<file path="src/mm3_pkg.sv">
// Shared types and constants for the streaming MurmurHash3 (x86, 32-bit) block.
`default_nettype none

package mm3_pkg;

    // Mixing and finalization constants of MurmurHash3 x86_32.
    localparam logic [31:0] MIX_C1  = 32'hcc9e2d51;
    localparam logic [31:0] MIX_C2  = 32'h1b873593;
    localparam logic [31:0] MIX_ADD = 32'he6546b64;
    localparam logic [31:0] FIN_M1  = 32'h85ebca6b;
    localparam logic [31:0] FIN_M2  = 32'hc2b2ae35;

    // Depth of the request queue between the front and the back.
    localparam int CMD_DEPTH = 2;
    localparam int CMD_PTR_W = $clog2(CMD_DEPTH);
    localparam int CMD_CNT_W = $clog2(CMD_DEPTH + 1);

    // Kinds of request that the front hands to the back.
    typedef enum logic [1:0] {
        CMD_MIX       = 2'd0,
        CMD_FINAL     = 2'd1,
        CMD_MIX_FINAL = 2'd2
    } cmd_op_t;

    // One request: a block or tail word, the byte count and the seed of its key.
    typedef struct packed {
        cmd_op_t     op;
        logic        tail;
        logic [31:0] k;
        logic [31:0] count;
        logic [31:0] seed;
    } cmd_t;

    // Queue status seen by the front.
    typedef struct packed {
        logic full;
        logic empty;
    } cmd_status_t;

    // Sequencer states of the back.
    typedef enum logic [2:0] {
        BK_IDLE    = 3'd0,
        BK_K1      = 3'd1,
        BK_K2      = 3'd2,
        BK_COMBINE = 3'd3,
        BK_AV1     = 3'd4,
        BK_AV2     = 3'd5,
        BK_AV3     = 3'd6
    } back_state_t;

endpackage

`default_nettype wire

</file>
<file path="src/mm3_front.sv">
// Front: accepts key bytes, gathers 32-bit blocks and issues mix and finish requests.
`default_nettype none

module mm3_front (
    input  wire logic                aclk,
    input  wire logic                aresetn,
    input  wire logic                cfg_valid,
    output logic                     cfg_ready,
    input  wire logic [31:0]         cfg_data,
    input  wire logic                s_tvalid,
    output logic                     s_tready,
    input  wire logic [7:0]          s_tdata,
    input  wire logic                s_tuser,
    input  wire logic                s_tlast,
    input  wire mm3_pkg::cmd_status_t q_status,
    output logic                     q_push,
    output mm3_pkg::cmd_t            q_data
);
    import mm3_pkg::*;

    logic [31:0] seed_reg;
    logic [31:0] key_seed_reg, key_seed_next;
    logic        in_key_reg, in_key_next;
    logic [23:0] partial_reg, partial_next;
    logic [1:0]  pos_reg, pos_next;
    logic [31:0] count_reg, count_next;
    logic        accept;
    logic        active;
    logic [31:0] seed_now;

    // The seed register takes every write at once.
    assign cfg_ready = 1'b1;

    always_ff @(posedge aclk) begin
        if (!aresetn) begin
            seed_reg <= '0;
        end else if (cfg_valid) begin
            seed_reg <= cfg_data;
        end
    end

    // A byte is taken whenever the queue has room for the request it may cause.
    assign s_tready = !q_status.full;
    assign accept   = s_tvalid && s_tready;
    assign active   = accept && (s_tuser || s_tlast);
    assign seed_now = in_key_reg ? key_seed_reg : seed_reg;

    // Block gathering and request generation.
    always_comb begin
        in_key_next   = in_key_reg;
        key_seed_next = key_seed_reg;
        partial_next  = partial_reg;
        pos_next      = pos_reg;
        count_next    = count_reg;
        q_push        = 1'b0;
        q_data.op     = CMD_MIX;
        q_data.tail   = 1'b0;
        q_data.k      = {s_tdata, partial_reg};
        q_data.count  = count_reg;
        q_data.seed   = seed_now;

        if (active) begin
            in_key_next   = 1'b1;
            key_seed_next = seed_now;
            if (s_tuser) begin
                count_next = count_reg + 32'd1;
                case (pos_reg)
                    2'd0: partial_next[7:0]   = s_tdata;
                    2'd1: partial_next[15:8]  = s_tdata;
                    2'd2: partial_next[23:16] = s_tdata;
                    default: partial_next     = '0;
                endcase
                pos_next = pos_reg + 2'd1;
                // A completed block goes out as a mix request.
                if (pos_reg == 2'd3) begin
                    q_push = 1'b1;
                end
            end
            q_data.count = count_next;
            if (s_tlast) begin
                q_push = 1'b1;
                if (s_tuser && pos_reg == 2'd3) begin
                    q_data.op = CMD_MIX_FINAL;
                end else begin
                    q_data.op   = CMD_FINAL;
                    q_data.tail = (pos_next != 2'd0);
                    q_data.k    = {8'h00, partial_next};
                end
                // Closing the key returns the gathering state to its reset values.
                in_key_next  = 1'b0;
                partial_next = '0;
                pos_next     = '0;
                count_next   = '0;
            end
        end
    end

    always_ff @(posedge aclk) begin
        if (!aresetn) begin
            in_key_reg   <= 1'b0;
            key_seed_reg <= '0;
            partial_reg  <= '0;
            pos_reg      <= '0;
            count_reg    <= '0;
        end else begin
            in_key_reg   <= in_key_next;
            key_seed_reg <= key_seed_next;
            partial_reg  <= partial_next;
            pos_reg      <= pos_next;
            count_reg    <= count_next;
        end
    end

endmodule

`default_nettype wire

</file>
<file path="src/mm3_cmd_fifo.sv">
// Short request queue between the front and the back.
`default_nettype none

module mm3_cmd_fifo (
    input  wire logic                 aclk,
    input  wire logic                 aresetn,
    input  wire logic                 push,
    input  wire mm3_pkg::cmd_t        push_data,
    input  wire logic                 pop,
    output mm3_pkg::cmd_t             pop_data,
    output mm3_pkg::cmd_status_t      status
);
    import mm3_pkg::*;

    cmd_t                 mem [CMD_DEPTH];
    logic [CMD_PTR_W-1:0] wr_ptr_reg;
    logic [CMD_PTR_W-1:0] rd_ptr_reg;
    logic [CMD_CNT_W-1:0] fill_reg;
    logic                 do_push;
    logic                 do_pop;

    assign status.full  = (fill_reg == CMD_CNT_W'(CMD_DEPTH));
    assign status.empty = (fill_reg == '0);
    assign do_push      = push && !status.full;
    assign do_pop       = pop && !status.empty;
    assign pop_data     = mem[rd_ptr_reg];

    // Storage is written only; entries are read once they are counted.
    always_ff @(posedge aclk) begin
        if (do_push) begin
            mem[wr_ptr_reg] <= push_data;
        end
    end

    // Pointer and fill bookkeeping.
    always_ff @(posedge aclk) begin
        if (!aresetn) begin
            wr_ptr_reg <= '0;
            rd_ptr_reg <= '0;
            fill_reg   <= '0;
        end else begin
            if (do_push) begin
                wr_ptr_reg <= (wr_ptr_reg == CMD_PTR_W'(CMD_DEPTH - 1)) ? '0
                                                                        : wr_ptr_reg + 1'b1;
            end
            if (do_pop) begin
                rd_ptr_reg <= (rd_ptr_reg == CMD_PTR_W'(CMD_DEPTH - 1)) ? '0
                                                                        : rd_ptr_reg + 1'b1;
            end
            if (do_push && !do_pop) begin
                fill_reg <= fill_reg + CMD_CNT_W'(1);
            end else if (do_pop && !do_push) begin
                fill_reg <= fill_reg - CMD_CNT_W'(1);
            end
        end
    end

endmodule

`default_nettype wire

</file>
<file path="src/mm3_back.sv">
// Back: runs block mixes and the final avalanche on a shared multiplier sequence.
`default_nettype none

module mm3_back (
    input  wire logic                 aclk,
    input  wire logic                 aresetn,
    input  wire mm3_pkg::cmd_status_t q_status,
    input  wire mm3_pkg::cmd_t        q_data,
    output logic                      q_pop,
    output logic                      m_tvalid,
    input  wire logic                 m_tready,
    output logic [31:0]               m_tdata
);
    import mm3_pkg::*;

    back_state_t state_reg, state_next;
    cmd_op_t     op_reg, op_next;
    logic        tail_reg, tail_next;
    logic [31:0] k_reg, k_next;
    logic [31:0] h_reg, h_next;
    logic [31:0] count_reg, count_next;
    logic        in_key_reg, in_key_next;
    logic        out_valid_reg, out_valid_next;
    logic [31:0] out_data_reg, out_data_next;
    logic [31:0] k_rot;
    logic [31:0] h_xk;
    logic [31:0] h_rot;
    logic [31:0] h_cnt;
    logic        out_free;

    assign k_rot    = {k_reg[16:0], k_reg[31:17]};
    assign h_xk     = h_reg ^ k_reg;
    assign h_rot    = {h_xk[18:0], h_xk[31:19]};
    assign h_cnt    = h_reg ^ count_reg;
    assign out_free = !out_valid_reg || m_tready;

    assign m_tvalid = out_valid_reg;
    assign m_tdata  = out_data_reg;

    // Sequencer: at most one multiply per step, registered between steps.
    always_comb begin
        state_next     = state_reg;
        op_next        = op_reg;
        tail_next      = tail_reg;
        k_next         = k_reg;
        h_next         = h_reg;
        count_next     = count_reg;
        in_key_next    = in_key_reg;
        out_valid_next = out_valid_reg && !m_tready;
        out_data_next  = out_data_reg;
        q_pop          = 1'b0;

        case (state_reg)
            BK_IDLE: begin
                if (!q_status.empty) begin
                    q_pop      = 1'b1;
                    op_next    = q_data.op;
                    tail_next  = q_data.tail;
                    k_next     = q_data.k;
                    count_next = q_data.count;
                    h_next     = in_key_reg ? h_reg : q_data.seed;
                    if (q_data.op == CMD_FINAL && !q_data.tail) begin
                        state_next = BK_AV1;
                    end else begin
                        state_next = BK_K1;
                    end
                end
            end
            BK_K1: begin
                k_next     = k_reg * MIX_C1;
                state_next = BK_K2;
            end
            BK_K2: begin
                k_next     = k_rot * MIX_C2;
                state_next = BK_COMBINE;
            end
            BK_COMBINE: begin
                if (op_reg == CMD_FINAL) begin
                    // Tail word is folded in without the block round.
                    h_next     = h_xk;
                    state_next = BK_AV1;
                end else begin
                    h_next = (h_rot << 2) + h_rot + MIX_ADD;
                    if (op_reg == CMD_MIX) begin
                        in_key_next = 1'b1;
                        state_next  = BK_IDLE;
                    end else begin
                        state_next = BK_AV1;
                    end
                end
            end
            BK_AV1: begin
                h_next     = (h_cnt ^ (h_cnt >> 16)) * FIN_M1;
                state_next = BK_AV2;
            end
            BK_AV2: begin
                h_next     = (h_reg ^ (h_reg >> 13)) * FIN_M2;
                state_next = BK_AV3;
            end
            BK_AV3: begin
                // Wait here until the output register can take the hash.
                if (out_free) begin
                    out_valid_next = 1'b1;
                    out_data_next  = h_reg ^ (h_reg >> 16);
                    in_key_next    = 1'b0;
                    state_next     = BK_IDLE;
                end
            end
            default: begin
                state_next = BK_IDLE;
            end
        endcase
    end

    always_ff @(posedge aclk) begin
        if (!aresetn) begin
            state_reg     <= BK_IDLE;
            in_key_reg    <= 1'b0;
            out_valid_reg <= 1'b0;
        end else begin
            state_reg     <= state_next;
            in_key_reg    <= in_key_next;
            out_valid_reg <= out_valid_next;
        end
    end

    // Working registers carry no reset.
    always_ff @(posedge aclk) begin
        op_reg       <= op_next;
        tail_reg     <= tail_next;
        k_reg        <= k_next;
        h_reg        <= h_next;
        count_reg    <= count_next;
        out_data_reg <= out_data_next;
    end

endmodule

`default_nettype wire

</file>
<file path="src/murmur3_stream_hash.sv">
// Top level of the streaming MurmurHash3 x86_32 hasher.
//
//   Channel   Direction  Handshake            Payload
//   s_        in         s_tvalid / s_tready  s_tdata = key byte, s_tuser = byte valid,
//                                             s_tlast = last item of the key
//   m_        out        m_tvalid / m_tready  m_tdata = 32-bit hash
//   cfg_      in         cfg_valid/cfg_ready  cfg_data = seed
//
// Bytes are taken one per cycle while the two-entry request queue has room.
// Each full block takes the back through dequeue, two multiply steps and combine,
// so a steady stream of valid bytes runs at one byte per cycle.
// Closing a key runs any pending mix, two avalanche multiplies, then the output step.
// Reset is synchronous and active low; no memory needs clearing after it.
// A stalled m_ side holds the hash in the output register and backs up into the queue.
`default_nettype none

module murmur3_stream_hash (
    input  wire logic        aclk,
    input  wire logic        aresetn,
    input  wire logic        cfg_valid,
    output logic             cfg_ready,
    input  wire logic [31:0] cfg_data,   // [31:0] seed
    input  wire logic        s_tvalid,
    output logic             s_tready,
    input  wire logic [7:0]  s_tdata,    // [7:0] data_byte
    input  wire logic        s_tuser,    // [0] byte_valid
    input  wire logic        s_tlast,
    output logic             m_tvalid,
    input  wire logic        m_tready,
    output logic [31:0]      m_tdata     // [31:0] hash
);
    import mm3_pkg::*;

    cmd_t        push_data;
    cmd_t        pop_data;
    cmd_status_t q_status;
    logic        q_push;
    logic        q_pop;

    // Byte gathering and request issue.
    mm3_front u_front (
        .aclk      (aclk),
        .aresetn   (aresetn),
        .cfg_valid (cfg_valid),
        .cfg_ready (cfg_ready),
        .cfg_data  (cfg_data),
        .s_tvalid  (s_tvalid),
        .s_tready  (s_tready),
        .s_tdata   (s_tdata),
        .s_tuser   (s_tuser),
        .s_tlast   (s_tlast),
        .q_status  (q_status),
        .q_push    (q_push),
        .q_data    (push_data)
    );

    // Request queue.
    mm3_cmd_fifo u_queue (
        .aclk      (aclk),
        .aresetn   (aresetn),
        .push      (q_push),
        .push_data (push_data),
        .pop       (q_pop),
        .pop_data  (pop_data),
        .status    (q_status)
    );

    // Mixing and finalization.
    mm3_back u_back (
        .aclk      (aclk),
        .aresetn   (aresetn),
        .q_status  (q_status),
        .q_data    (pop_data),
        .q_pop     (q_pop),
        .m_tvalid  (m_tvalid),
        .m_tready  (m_tready),
        .m_tdata   (m_tdata)
    );

    // The front never issues a request into a full queue.
    assert property (@(posedge aclk) disable iff (!aresetn) q_status.full |-> !q_push)
        else $error("request issued while the queue is full");

    // The back only dequeues when a request is waiting.
    assert property (@(posedge aclk) disable iff (!aresetn) q_pop |-> !q_status.empty)
        else $error("request dequeued from an empty queue");

    // A full queue always stalls the byte input.
    assert property (@(posedge aclk) disable iff (!aresetn) q_status.full |-> !s_tready)
        else $error("byte input ready while the queue is full");

    // A push and an empty flag can not both persist: a pushed request is counted.
    assert property (@(posedge aclk) disable iff (!aresetn)
                     (q_push && !q_pop) |=> !q_status.empty)
        else $error("pushed request lost from the queue");

endmodule

`default_nettype wire
</file>
<file path="config.mk">
export PLATFORM = sky130hd
export DESIGN_NAME = murmur3_stream_hash
export DESIGN_NICKNAME = d
export VERILOG_FILES = /design/src/mm3_pkg.sv /design/src/mm3_front.sv /design/src/mm3_cmd_fifo.sv /design/src/mm3_back.sv /design/src/murmur3_stream_hash.sv
export SDC_FILE = /design/constraint.sdc
export NUM_CORES = 2
export LEC_CHECK = 0
export BUFFER_PORTS_ARGS = -buffer_cell sky130_fd_sc_hd__buf_4
export CAP_MARGIN = 20
export CORE_MARGIN = 3
export CORE_UTILIZATION = 35
export DETAILED_ROUTE_END_ITERATION = 12
export MAX_ROUTING_LAYER = met4
export PLACE_DENSITY = 0.51
export SLEW_MARGIN = 20
export SYNTH_ARGS = -nofsm -noshare
export SYNTH_HDL_FRONTEND = slang
export SYNTH_SLANG_ARGS = --single-unit
</file>
<file path="constraint.sdc">
create_clock -name aclk -period 20.5 [get_ports aclk]
set_clock_uncertainty 0.1 [all_clocks]
set_input_delay 3.075 -clock aclk [delete_from_list [all_inputs] [get_ports aclk]]
set_output_delay 3.075 -clock aclk [all_outputs]
set_load 0.1 [all_outputs]
</file>
==> summary.txt <==
Run status
  • Status: finished clean

Place
  • Post-DP HPWL: 144000 microns
  • Worst slack at placement: 11.77 ns
  • Port Buffers: 80
  • Placed Cells: 7420
  • GP Congestion: 0.937

Synthesis
  • Synth top area cells: fa_1 26%, ha_1 18%, edfxtp_1 18%
  • Async set-or-reset flop fraction in the synthesized netlist: 0%
  • Seq/Total Area, Yosys: 22.5%
  • Post-synth top flop: edfxtp_1
  • Number of flops mapped to enable cells by yosys: 328
  • Mux cell area share after synthesis: 3.35%
  • Post-synthesis cell count: 5323
  • Synth Register Bits: 461
  • Adder-Cell Fraction of Synth Area: 44.4%
  • Post-Syn Nets: 6908
  • Synth Area in Simple Gates: 6.41%
  • Library cells used by synthesis: 90
  • Cell Area, Synth: 55700 sq um
  • Warnings, synthesis: 0
  • Top cell type's share of synthesized area: 26.3%
  • Area leader, netlist: fa_1
  • Largest family of logic cells by synthesized area: adder cells
  • Post-synthesis compound-gate area fraction: 8.02%
  • Synth Area in XOR/XNOR: 6.07%
  • Avg Inst Size Synth: 10.5 sq um

Global routing
  • Remaining global-route overflow: 0
  • Vias in the first global route: 39450
  • First-pass GRT wire length: 263000 microns
  • GR Util All Layers: 22.3%
  • Largest net degree at the start of global routing: 77
  • Initial antenna violation count: 4

Final layout
  • Area Growth Syn to Fin: 9.16%
  • Max FFs per register: 198
  • Most frequent cells in the layout: 1250 x inv_1, 807 x ha_1, 731 x fa_1
  • Layout fillers: 15531
  • Most common cell after layout, fill and taps aside: inv_1
  • Number of nets in the layout: 7001
  • Largest reg by FF count: u_queue.mem
  • Ant diodes: 0
  • Layout cells sized above 1: 6.47%
  • Fin cells: 7518

Timing
  • RSZ-0062 raised after global routing: false
  • Fin crit period: 8.87 ns
  • Worst hold slack: 0.361 ns
  • Setup tns final: 0 ns
  • Final slew viol count: 0
  • Rel. slew slack: 21.0%
  • Fmax: 113 MHz
  • Fin. Hold Viols: 0
  • Setup violations, final: 0
  • Worst setup margin: 11.63 ns
  • Worst Tran Pin Value: 1.18 ns
  • Fin crit share: 43.3%

CTS
  • CTS tree: built
  • Post-CTS Hold Fix Bufs: 0
  • PostCTS Resize Cnt: 0
  • CTS clk-pin slew, worst paths: 0.06 ns
  • H-tree depth: 2
  • Clock buffer depth: 3
  • Worst skew pair latency: 0.66 ns
  • Clk sink count: 461
  • Post-CTS Setup Bufs: 0
  • Cts bufs inserted: 52
  • Clock tree root driver cell: clkbuf_16

Floorplanning
  • Std cell rows: 145
  • Die area: 164000 sq um
  • Core Region: 157000 sq um
  • Width of the die: 405 microns
  • Die Y-Extent: 405 microns
  • Ports: 82
  • Initial Util: 35.4%

Detailed routing
  • Routed WL per cell: 23.3 microns
  • Vias per inst: 5.01
  • First-pass DRT Iterations: 7
  • Final wirelength: 175000 microns
  • Post-route ant nets: 0
  • DR DRC count: 0
  • Via count: 37642
  • Uppermost layer routed: met4
  • Met1 WL: 84900 microns
  • Metal2 WL: 76900 microns
  • Met3 wire length: 9730 microns
  • Starting DRT DRC Count: 2606

Worst setup path
  • Required @ worst endpoint: 20.79 ns
  • Kind of critical path: reg -> reg
  • CP Data Arrival Time: 9.16 ns
  • Setup crit end kind: register
  • Largest fanout on the critical path: 9
  • Worst Setup Start Kind: register

Run
  • # Max-Cap Violations: 0

Min path
  • Tightest Hold Check Type: reg -> reg
[worst max-delay path: stages (launching register included)]
cell	delay, ns
edfxtp_1	0.80
xor2_1	0.54
inv_1	0.19
xnor2_1	0.51
inv_1	0.34
xnor2_1	0.31
ha_1	0.26
or2_2	0.31
fa_1	0.46
fa_1	0.52
inv_1	0.05
fa_1	0.48
fa_1	0.55
inv_1	0.05
fa_1	0.46
fa_1	0.51
fa_1	0.41
ha_1	0.35
o21a_1	0.12
a21oi_1	0.13
o21ai_1	0.14
a221o_1	0.38
or3_1	0.33
a31oi_1	0.17
a32oi_1	0.11
[stage by stage]
step                util, %  area (sq um)
floorplan                 -         55700
global placement       37.5         59000
detailed placement     37.6         59000
CTS                    38.7         60800
global route           38.7         60800
finish                 38.7         60800
[area by class of cell]
type	count	area, sq um	area share, %
Clock inverter	26	274	0.451
Clock buffer	72	1470	2.42
Sequential cell	461	12500	20.6
Timing Repair Buffer	154	1160	1.90
Multi-Input combinational cell	3497	38100	62.7
Inverter	1250	4690	7.72
Tap cell	2058	2570	4.24
[cell families after synthesis]
| family | after synthesis |
|---|---|
| other | 1 |
| AOI/OAI and AO/OA | 681 |
| DFF | 461 |
| buffers and inverters | 1365 |
| muxes | 177 |
| and+or+nand+nor | 715 |
| xor gates and xnor gates | 385 |
| adders and majority gates | 1538 |
[worst paths after layout]
path	start	to	slack, ns	cells past startpoint
hold / removal	u_front.key_seed_reg[4]$_SDFFE_PN0P_	u_front.key_seed_reg[4]$_SDFFE_PN0P_	0.36	2
hold reg to reg	u_front.key_seed_reg[4]$_SDFFE_PN0P_	u_front.key_seed_reg[4]$_SDFFE_PN0P_	0.36	2
setup / recovery	u_back.h_reg[23]$_DFFE_PP_	u_back.h_reg[29]$_DFFE_PP_	11.63	24
setup reg to reg	u_back.h_reg[23]$_DFFE_PP_	u_back.h_reg[29]$_DFFE_PP_	11.63	24
[layer usage]
layer,up-vias,global-route usage [%]
met2,986,33.6
met3,160,2.43
met4,0,4.25
met1,19021,32.7
met5,-,-
li1,17475,-
[cells in the mapped netlist (102+ instances only)]
library cell,count
a21oi_1,157
xnor2_1,255
dfxtp_1,133
ha_1,807
fa_1,731
inv_1,1250
edfxtp_1,328
nand2_1,247
mux2i_1,102
nor2_1,138
xor2_1,129
o21ai_0,149
Power is not shown: default switching activity piles up to over one toggle a cycle in this logic, so the estimate is an artifact.
